==> src/rtl/core/gbes_pkg.sv <==
// Shared types, constants and helpers for the gravity body Euler step unit.
package gbes_pkg;

  localparam int CFG_AW = 3;
  localparam int CFG_DW = 32;
  localparam int POS_W  = 25;
  localparam int CNT_W  = 6;

  localparam int SQRT_STEPS = 32;
  localparam int DIV_STEPS  = 33;

  localparam logic [CFG_AW-1:0] CFG_GRAV   = 3'd0;
  localparam logic [CFG_AW-1:0] CFG_MASS1  = 3'd1;
  localparam logic [CFG_AW-1:0] CFG_MASS2  = 3'd2;
  localparam logic [CFG_AW-1:0] CFG_SPOS_X = 3'd3;
  localparam logic [CFG_AW-1:0] CFG_SPOS_Y = 3'd4;
  localparam logic [CFG_AW-1:0] CFG_SVEL_X = 3'd5;
  localparam logic [CFG_AW-1:0] CFG_SVEL_Y = 3'd6;

  localparam logic [31:0] GRAV_RESET = 32'd65536;
  localparam logic [31:0] POS_LIMIT  = 32'd32768000;  // 500.0
  localparam logic [31:0] VEL_LIMIT  = 32'd2621440;   // 40.0

  typedef enum logic [4:0] {
    OP_NONE, OP_LOAD, OP_RESTART, OP_OFFSET, OP_SQ_X, OP_SQ_Y,
    OP_SQRT_INIT, OP_SQRT_STEP, OP_CHECK, OP_N2, OP_N3_LO, OP_N3_HI,
    OP_GM, OP_P_LO, OP_P_HI, OP_DIV_INIT, OP_DIV_STEP, OP_TERM,
    OP_SUM, OP_VEL, OP_POS
  } dp_op_t;

  typedef struct packed {
    dp_op_t op;
    logic   body;   // 0 first body, 1 second
    logic   axis;   // 0 x, 1 y
  } dp_cmd_t;

  typedef struct packed {
    logic out_free;
    logic root_zero;
  } dp_stat_t;

  typedef enum logic [4:0] {
    S_IDLE, S_RESTART, S_OFFSET, S_SQ_X, S_SQ_Y, S_SQRT_INIT, S_SQRT,
    S_CHECK, S_N2, S_N3_LO, S_N3_HI, S_GM, S_P_LO, S_P_HI, S_DIV_INIT,
    S_DIV, S_TERM, S_SUM, S_VEL, S_POS
  } ctl_state_t;

  // saturate a 33-bit signed sum to 32 bits
  function automatic logic [31:0] sat33(input logic [32:0] v);
    logic [31:0] r;
    if (v[32] != v[31]) r = v[32] ? 32'h8000_0000 : 32'h7FFF_FFFF;
    else r = v[31:0];
    return r;
  endfunction

  function automatic logic ovf33(input logic [32:0] v);
    return v[32] != v[31];
  endfunction

endpackage

==> src/rtl/core/gbes_ctrl.sv <==
// Step sequencer: walks the datapath through offsets, sqrt, cube, divisions and the final update, or a restart.
module gbes_ctrl (
  input  logic              clk,
  input  logic              rst_n,
  input  logic              in_valid,
  input  logic              in_opcode,
  output logic              in_stall,
  input  gbes_pkg::dp_stat_t stat,
  output gbes_pkg::dp_cmd_t  cmd
);

  gbes_pkg::ctl_state_t state_r, state_nxt;
  logic [gbes_pkg::CNT_W-1:0] cnt_r, cnt_nxt;
  logic body_r, body_nxt;
  logic axis_r, axis_nxt;

  always_ff @(posedge clk) begin
    if (!rst_n) begin
      state_r <= gbes_pkg::S_IDLE;
      cnt_r   <= '0;
      body_r  <= 1'b0;
      axis_r  <= 1'b0;
    end else begin
      state_r <= state_nxt;
      cnt_r   <= cnt_nxt;
      body_r  <= body_nxt;
      axis_r  <= axis_nxt;
    end
  end

  assign in_stall = (state_r != gbes_pkg::S_IDLE);

  always_comb begin
    state_nxt = state_r;
    cnt_nxt   = cnt_r;
    body_nxt  = body_r;
    axis_nxt  = axis_r;
    cmd.op    = gbes_pkg::OP_NONE;
    cmd.body  = body_r;
    cmd.axis  = axis_r;
    unique case (state_r)
      gbes_pkg::S_IDLE: begin
        if (in_valid) begin
          cmd.op   = gbes_pkg::OP_LOAD;
          body_nxt = 1'b0;
          axis_nxt = 1'b0;
          state_nxt = in_opcode ? gbes_pkg::S_OFFSET : gbes_pkg::S_RESTART;
        end
      end
      gbes_pkg::S_RESTART: begin
        if (stat.out_free) begin
          cmd.op    = gbes_pkg::OP_RESTART;
          state_nxt = gbes_pkg::S_IDLE;
        end
      end
      gbes_pkg::S_OFFSET: begin
        cmd.op = gbes_pkg::OP_OFFSET;
        state_nxt = gbes_pkg::S_SQ_X;
      end
      gbes_pkg::S_SQ_X: begin
        cmd.op = gbes_pkg::OP_SQ_X;
        state_nxt = gbes_pkg::S_SQ_Y;
      end
      gbes_pkg::S_SQ_Y: begin
        cmd.op = gbes_pkg::OP_SQ_Y;
        state_nxt = gbes_pkg::S_SQRT_INIT;
      end
      gbes_pkg::S_SQRT_INIT: begin
        cmd.op    = gbes_pkg::OP_SQRT_INIT;
        cnt_nxt   = gbes_pkg::CNT_W'(gbes_pkg::SQRT_STEPS - 1);
        state_nxt = gbes_pkg::S_SQRT;
      end
      gbes_pkg::S_SQRT: begin
        cmd.op  = gbes_pkg::OP_SQRT_STEP;
        cnt_nxt = cnt_r - 1'b1;
        if (cnt_r == '0) state_nxt = gbes_pkg::S_CHECK;
      end
      gbes_pkg::S_CHECK: begin
        cmd.op = gbes_pkg::OP_CHECK;
        if (!stat.root_zero) state_nxt = gbes_pkg::S_N2;
        else if (!body_r) begin
          body_nxt  = 1'b1;
          state_nxt = gbes_pkg::S_OFFSET;
        end else state_nxt = gbes_pkg::S_SUM;
      end
      gbes_pkg::S_N2: begin
        cmd.op = gbes_pkg::OP_N2;
        state_nxt = gbes_pkg::S_N3_LO;
      end
      gbes_pkg::S_N3_LO: begin
        cmd.op = gbes_pkg::OP_N3_LO;
        state_nxt = gbes_pkg::S_N3_HI;
      end
      gbes_pkg::S_N3_HI: begin
        cmd.op = gbes_pkg::OP_N3_HI;
        state_nxt = gbes_pkg::S_GM;
      end
      gbes_pkg::S_GM: begin
        cmd.op    = gbes_pkg::OP_GM;
        axis_nxt  = 1'b0;
        state_nxt = gbes_pkg::S_P_LO;
      end
      gbes_pkg::S_P_LO: begin
        cmd.op = gbes_pkg::OP_P_LO;
        state_nxt = gbes_pkg::S_P_HI;
      end
      gbes_pkg::S_P_HI: begin
        cmd.op = gbes_pkg::OP_P_HI;
        state_nxt = gbes_pkg::S_DIV_INIT;
      end
      gbes_pkg::S_DIV_INIT: begin
        cmd.op    = gbes_pkg::OP_DIV_INIT;
        cnt_nxt   = gbes_pkg::CNT_W'(gbes_pkg::DIV_STEPS - 1);
        state_nxt = gbes_pkg::S_DIV;
      end
      gbes_pkg::S_DIV: begin
        cmd.op  = gbes_pkg::OP_DIV_STEP;
        cnt_nxt = cnt_r - 1'b1;
        if (cnt_r == '0) state_nxt = gbes_pkg::S_TERM;
      end
      gbes_pkg::S_TERM: begin
        cmd.op = gbes_pkg::OP_TERM;
        if (!axis_r) begin
          axis_nxt  = 1'b1;
          state_nxt = gbes_pkg::S_P_LO;
        end else if (!body_r) begin
          body_nxt  = 1'b1;
          axis_nxt  = 1'b0;
          state_nxt = gbes_pkg::S_OFFSET;
        end else state_nxt = gbes_pkg::S_SUM;
      end
      gbes_pkg::S_SUM: begin
        cmd.op = gbes_pkg::OP_SUM;
        state_nxt = gbes_pkg::S_VEL;
      end
      gbes_pkg::S_VEL: begin
        cmd.op = gbes_pkg::OP_VEL;
        state_nxt = gbes_pkg::S_POS;
      end
      gbes_pkg::S_POS: begin
        if (stat.out_free) begin
          cmd.op    = gbes_pkg::OP_POS;
          state_nxt = gbes_pkg::S_IDLE;
        end
      end
      default: state_nxt = gbes_pkg::S_IDLE;
    endcase
  end

endmodule

==> config.mk <==
export PLATFORM = sky130hd
export DESIGN_NAME = gbes_ctrl
export DESIGN_NICKNAME = d
export VERILOG_FILES = /design/src/rtl/core/gbes_pkg.sv /design/src/rtl/core/gbes_ctrl.sv
export SDC_FILE = /design/constraint.sdc
export NUM_CORES = 1
export LEC_CHECK = 0
export BUFFER_PORTS_ARGS = -buffer_cell sky130_fd_sc_hd__buf_2
export CAP_MARGIN = 20
export CORE_MARGIN = 3
export CORE_UTILIZATION = 40
export DETAILED_ROUTE_END_ITERATION = 8
export PLACE_DENSITY_LB_ADDON = 0.15
export SLEW_MARGIN = 20
export SYNTH_ARGS = -nofsm -noshare
export SYNTH_HDL_FRONTEND = slang
export SYNTH_SLANG_ARGS = --single-unit
==> constraint.sdc <==
create_clock -name clk -period 2 [get_ports clk]
set_clock_uncertainty 0.15 [all_clocks]
set_input_delay 0.2 -clock clk [delete_from_list [all_inputs] [get_ports clk]]
set_output_delay 0.2 -clock clk [all_outputs]
set_load 0.01 [all_outputs]
# After elaboration in Yosys (flattened, before gate mapping)
# Index checks and enable logic that the tools add are counted.
# Widths: inputs -> output; s select.
# totals
reg_bits	13
in_bits	6
out_inout_bits	8
# classes
addsub	1
n_eq_ne	25
muxes	21
n_reduce_logical	11
# op_table
cell	count
$pmux 5 s20	1
$pmux 5 s19	1
$eq 5x4->1 const B	8
$mux 5	8
$eq 5x3->1 const B	4
$eq 5x5->1 const B	4
$pmux 6 s3	1
$eq 5x2->1 const B	2
$ne 2x2->1 const B	5
$reduce_bool 3->1	3
$reduce_and 4->1	2
$logic_not 6->1	1
$mux 1	6
$pmux 1 s3	2
$sub 6x1->6 const B	1
$eq 5x1->1 const B	1
$logic_not 5->1	1
$reduce_bool 5->1	1
$mux 2	2
$reduce_or 2->1	2
$ne 2x1->1 const B	1
$reduce_and 2->1	1

# Longest topological paths before layout
# Gate-level depths: netlist of the first run.
# depth
depth_word	4
ltp_mapped	7
depth_no_buf	6

# Worst setup path after synthesis of the first run
# No wires, ideal clock.
# synth_timing
path_kind	register to register
startpoint	reg state_r[1]
endpoint	reg state_r[0]
setup_time_ps	117
arrival_time_ps	1443
required_time_ps	1733
path_slack_ps	291
stages_incl_launch_ff	7
n_path_buf	1
period_less_slack_ps	1709
path_cell_list	dfxtp_1 -> buf_6 -> nand2_4 -> or4_4 -> o221ai_2 -> a211oi_1 -> a22o_1
# synth_via
elab_chain_cells	4
elab_cells_between_ends	27
classes_between	eq/ne (23); mux (1); reduce/logical (3)
# synth_rtl
item	line_no	rtl
start, declared	gbes_ctrl.sv:12	gbes_pkg::ctl_state_t state_r, state_nxt;
start signal, assigned	gbes_ctrl.sv:19	state_r <= gbes_pkg::S_IDLE;
start signal, assigned	gbes_ctrl.sv:24	state_r <= state_nxt;
$eq 5x5->1 or $eq 5x1->1 (tied branches)	gbes_ctrl.sv:41	unique case (state_r)
$reduce_or 2->1 (no line)	n/a	
$ne 2x1->1 (no line)	n/a	
$reduce_and 4->1 (no line)	n/a	
# Several ways; a longest one is shown, not always the timed one.
# A chain may end at the register's enable or synchronous reset.

==> run metrics, run 1 <==
number of buffers on the longest clock path 2; startpoint kind of the worst setup timing path flip-flop; number of violations reported at the end of detailed-routing iteration 0 30; number of unique standard cell types used by synthesis 46; average cell area after synthesis 7.51 um^2; utilization of the core after routing 48.8%; Initial Utilization 43.1%; mux cell area share after synthesis 1.03%; synthesized-area fraction occupied by adder cells between 2 and 2.5%; initial antenna violation count 0; total number of vias 1091; synthesis warning total 0; drt first pass iters 6; number of non-filler instances in the completed layout 187; most used flip-flop cell after synthesis dfxtp_1; number of synthesized register bits 13; worst hold path class input port to flip-flop; buffer cell driving the clock tree root clkbuf_4; count of pins on the block boundary 14; maximum capacitance violations 0; synthesized netlist cell count between 100 and 150; setup violation total in the final timing report 0; hold slack final roughly 94 ps; Std-Cell Core Area 2540 um^2; Tightest Pin Transition 462 ps; setup repair after global routing missed its margin no; maximum VDD drop slightly above 0.6 mV; largest net degree at the start of global routing 19; GP Congestion 0.902; Post-CTS Hold Fix Bufs 0; number of nets produced by synthesis 154; die area 3400 um^2; category of the worst setup path capture point primary output; worst path arrival time 1600 ps; worst-case headroom to the max-slew limit 69.0%; power per unit of standard cell area 1030 nW/um^2; number of max-slew violations in the final report 0; global routing usage summed across all routing layers 18.4%; Wirelength per Cell 15.1 um; layout cells sized above 1 23.6%; number of antenna diodes 0; cell row count 18; number of remaining DRC errors 0; Period minus WS final approximately 1900 ps; Routed WL 2830 um; wire length of the first global-routing pass 4890 um; # nets final 166; simple-gate area share of the yosys netlist 32.0%; half-perimeter wire length after detailed placement approximately 2200 um; placed cells 183; number of levels the H-tree was split into 1; Hold Crit Start rst_n; register-to-register path setup slack 140 ps; number of flops mapped to enable cells by yosys 0; Max Fclk 513 MHz; Synth Area in Compound Gates 28.8%; Worst-path clk slew 90 ps; dominant combinational cell family by area after synthesis simple AND/OR/NAND/NOR gates; period utilization between 90% and 100%; launching instance or port of the critical path state_r[4]; worst endpoint required time 1650 ps; final sum of negative setup slack 0 ps; share of the yosys chip area belonging to registers 23.7%; worst-skew pair later-pin latency 280 ps; ANT nets after route 0; WS Path Type flip-flop to primary output; Congestion Overflow GR 0; horizontal die dimension 58.3 um; FFs w/ async S/R, synth 0%; area of placed instances 1190 um^2; Post-Layout Inst Area 1240 um^2; cell area after synthesis about 1100 um^2; Sink Count 13; post-synthesis share of cell area spent on xor and xnor gates between 2 and 2.5%; number of buffers created by CTS 3; static power due to leakage 0.502 nW; y dimension of the die 58.3 um; result of the run complete, no violations; clock tree from TritonCTS built; final hold violation count 0; ratio of routed vias to standard cells 5.83; via count of the first global-routing pass 1028; area growth from synthesis to layout 13.2%; Crit Path Max Fanout 12; RR Startpoint state_r[1]; number of buffers added on ports 13
routing by layer:
metal	track usage [%]	vias to the layer above	wire length (um)
li1	-	554	-
met1	25.2	506	1380
met2	28.4	25	1250
met3	4.82	6	133
met4	5.63	0	66
met5	0	-	0
synth_stat cells, types with 3 or more instances:
| master | count | area share [%] |
|---|---|---|
| buf_4 | 3 | 2.1 |
| a22o_1 | 4 | 3.2 |
| and2_1 | 4 | 2.3 |
| a211oi_1 | 4 | 2.7 |
| dfxtp_1 | 13 | 24 |
| a21oi_1 | 6 | 2.7 |
| o21ai_0 | 15 | 6.8 |
| inv_1 | 5 | 1.7 |
| nand2b_1 | 4 | 2.3 |
| nand2_1 | 9 | 3.1 |
| nor2b_1 | 8 | 4.6 |
| clkbuf_1 | 4 | 1.4 |
| nor2_1 | 11 | 3.8 |
| nor3_1 | 8 | 3.7 |
| buf_2 | 5 | 2.3 |
registers in the layout, summed over array words and instances (netlist names):
name / count
axis_r: 1
cnt_r: 6
state_r: 5
body_r: 1
worst paths after layout:
kind           endpoint  cells past startpoint
max              cmd[3]                      5
min reg2reg    cnt_r[4]                      2
min          state_r[3]                      2
max reg2reg  state_r[0]                      5
stage by stage:
step                      worst slack (ps)  power, mW
after global placement                59.4       1.07
after floorplan                        291      0.876
after global routing                  9.09       1.38
after detailed placement              91.5       1.08
after CTS                             5.04       1.25
final                                 50.1       1.28
critical path, stage by stage, from the launching register on:
cell	delay, ps
dfxtp_4	390
buf_4	180
or3_4	390
o21ai_1	130
a211oi_1	80
buf_2	140
cells in the final DEF (no fill, tap or decap), types with 2 or more instances in the layout:
cell	count
o21ai_0	14
buf_2	13
dfxtp_1	12
nor2_1	10
nand2_1	9
buf_4	8
nor2b_1	7
a21oi_1	6
nor3_1	6
inv_1	5
and2_1	4
nand2b_1	4
a211oi_1	4
a22o_1	4
clkbuf_4	3
nor3_2	2
nand3_1	2
and3_1	2
xnor2_1	2
nand4b_1	2
a32oi_1	2
nor3b_1	2
o21a_1	2
o22ai_1	2
a22oi_1	2
ha_1	2
area by class of cell:
cell class,instances,area [um^2]
clock buffers,3,22.5
clock inverters,1,5.00
fillers,271,1300
inverters,5,18.8
multi-input cells,113,748
flip-flops and latches,13,264
well taps,30,37.5
repair buffers,22,145
power by group:
group	internal [mW]	leakage [nW]	total (mW)	switching [mW]
clock	0.0743	0.0177	0.168	0.0938
sequential	0.306	0.106	0.371	0.0646
combinational	0.326	0.378	0.737	0.412
what timing repair did:
| item | in CTS | in global routing |
|---|---|---|
| cloned | 0 | 0 |
| endpoints found under the setup margin | 2 | 6 |
| gates resized for setup | 2 | 6 |
| setup buffers | 0 | 0 |
| hold endpoints to repair | 0 | 0 |
logic make-up after synthesis:
family                   count (synthesis)
AND/OR/NAND/NOR                         61
AO/OA/AOI/OAI                           46
buffers and inverters                   20
flip-flops                              13
XOR/XNOR                                 3
adder cells (fa/ha/maj)                  2
multiplexers                             1
(Power assumes the default switching activity.)
==> run 2: changes to the inputs <==
- CORE_MARGIN: 3 -> not set
- CORE_UTILIZATION: 40 -> 55
==> run metrics, run 2 (synthesized netlist as in run 1, its figures left out) <==
number of violations reported at the end of detailed-routing iteration 0 42 (+40%); period utilization 95.6% (-1.9 points); worst hold path class input port to flip-flop; initial antenna violation count 0 (unchanged); drt first pass iters 4 (-2); Wirelength per Cell 15.0 um (-1.1%); count of pins on the block boundary 14 (unchanged); number of remaining DRC errors 0 (unchanged); placed cells 178 (-2.7%); Initial Utilization 60.8% (+18 points); startpoint kind of the worst setup timing path flip-flop; GP Congestion 0.885 (-1.9%); # nets final 166 (unchanged); number of buffers created by CTS 3 (unchanged); power per unit of standard cell area 1020 nW/um^2 (-0.70%); ANT nets after route 0 (unchanged); final hold violation count 0 (unchanged); highest-count cells in the layout ignoring fill and taps o21ai_0, buf_2, dfxtp_1, nor2_1, nand2_1; Congestion Overflow GR 0 (unchanged); top flop regs cnt_r: 6 flops, state_r: 5 flops; worst-case headroom to the max-slew limit 64.6% (-4.4 points); Sink Count 13 (unchanged); Tightest Pin Transition 527 ps (+65.1 ps); number of levels the H-tree was split into 1 (unchanged); number of max-slew violations in the final report 0 (unchanged); number of buffers on the longest clock path 2 (unchanged); Worst-path clk slew 90 ps (about the same); global routing usage summed across all routing layers 27.7% (+9.2 points); via count of the first global-routing pass 931 (-9.4%); half-perimeter wire length after detailed placement 2000 um (-7.0%); maximum capacitance violations 0 (unchanged); category of the worst setup path capture point primary output; area growth from synthesis to layout 12.0%; layout cells sized above 1 23.6% (unchanged); wire length of the first global-routing pass 4290 um (-12%); largest net degree at the start of global routing 21 (+2); buffer cell driving the clock tree root clkbuf_4; static power due to leakage 0.503 nW (+0.13%); Routed WL 2720 um (-3.8%); worst-skew pair later-pin latency 270 ps (about the same); Crit Path Max Fanout 13 (+1); largest reg by FF count cnt_r; ratio of routed vias to standard cells 6.07 (+4.0%); total number of vias 1104 (+1.2%); number of non-filler instances in the completed layout 182 (-2.7%); worst endpoint required time 1650 ps (about the same); Post-CTS Hold Fix Bufs 0 (unchanged); setup repair after global routing missed its margin no; horizontal die dimension 46.6 um (-20%); result of the run complete, no violations; worst path arrival time 1560 ps (-40 ps); number of antenna diodes 0 (unchanged); WS Path Type flip-flop to primary output; final sum of negative setup slack 0 ps (unchanged); setup violation total in the final timing report 0 (unchanged); Std-Cell Core Area 1800 um^2 (-29%); clock tree from TritonCTS built; die area 2180 um^2 (-36%); setup slack after layout 87.4 ps (+37.3 ps); cell row count 15 (-3); y dimension of the die 46.6 um (-20%); Period minus WS final 1910 ps (-37.3 ps); maximum VDD drop 0.910 mV (+51%); Max Fclk 523 MHz (+2.0%); number of buffers added on ports 13 (unchanged); most common cell after layout, fill and taps aside o21ai_0; worst slack at placement 59.2 ps (-32.3 ps); number of flip-flops in the largest register 6 (unchanged)
-- run 2: layer usage --
| layer | GRT usage [%] | up-vias | routed length (um) |
|---|---|---|---|
| li1 | - | 554 | - |
| met1 | 40.9 | 504 | 1300 |
| met2 | 40.8 | 44 | 1210 |
| met3 | 7.06 | 2 | 196 |
| met4 | 4.00 | 0 | 13 |
| met5 | 0 | - | 0 |
-- run 2: area by class of cell --
cell class	count	area, um^2
clock inverters	1	5.00
inverters	5	18.8
flip-flops and latches	13	263
repair buffers	22	136
clock buffers	3	22.5
multi-input cells	113	751
well taps	25	31.3
fillers	157	574
-- run 2: per-stage QoR --
stage | hold slack, ps | utilization, % | area (um^2) | power, mW
floorplan | 253 | - | 1100 | 0.876
global placement | 333 | 65.0 | 1170 | 1.02
detailed placement | 362 | 65.0 | 1170 | 1.04
CTS | 103 | 66.6 | 1200 | 1.20
global route | 106 | 68.1 | 1230 | 1.35
finish | 95.4 | 68.1 | 1230 | 1.25
-- run 2: worst paths after layout --
check                                start          to  slack (ps)  cells past startpoint
worst min register to register    cnt_r[4]    cnt_r[4]         380                      2
worst max-delay path            state_r[2]      cmd[3]          90                      5
worst max register to register  state_r[2]  state_r[0]         160                      6
worst min-delay path                 rst_n  state_r[2]         100                      2
-- run 2: critical path: stages, from the launching register on --
cell	delay (ps)
dfxtp_1	360
buf_6	170
or3_4	410
o21ai_1	130
a211oi_1	80
buf_2	140
-- run 2: power by group --
| part | internal (mW) | leakage (nW) | switching [mW] |
|---|---|---|---|
| Sequential | 0.308 | 0.106 | 0.0571 |
| Combinational | 0.310 | 0.378 | 0.414 |
| Clock | 0.0741 | 0.0177 | 0.0897 |
| Total | 0.692 | 0.503 | 0.561 |
-- run 2: repair_timing --
action	4_1_cts	5_1_grt
resized for setup	1	8
hold endpoints to repair	0	0
pin swaps	0	0
buffers inserted	0	0
endpoints found under the setup margin	1	4
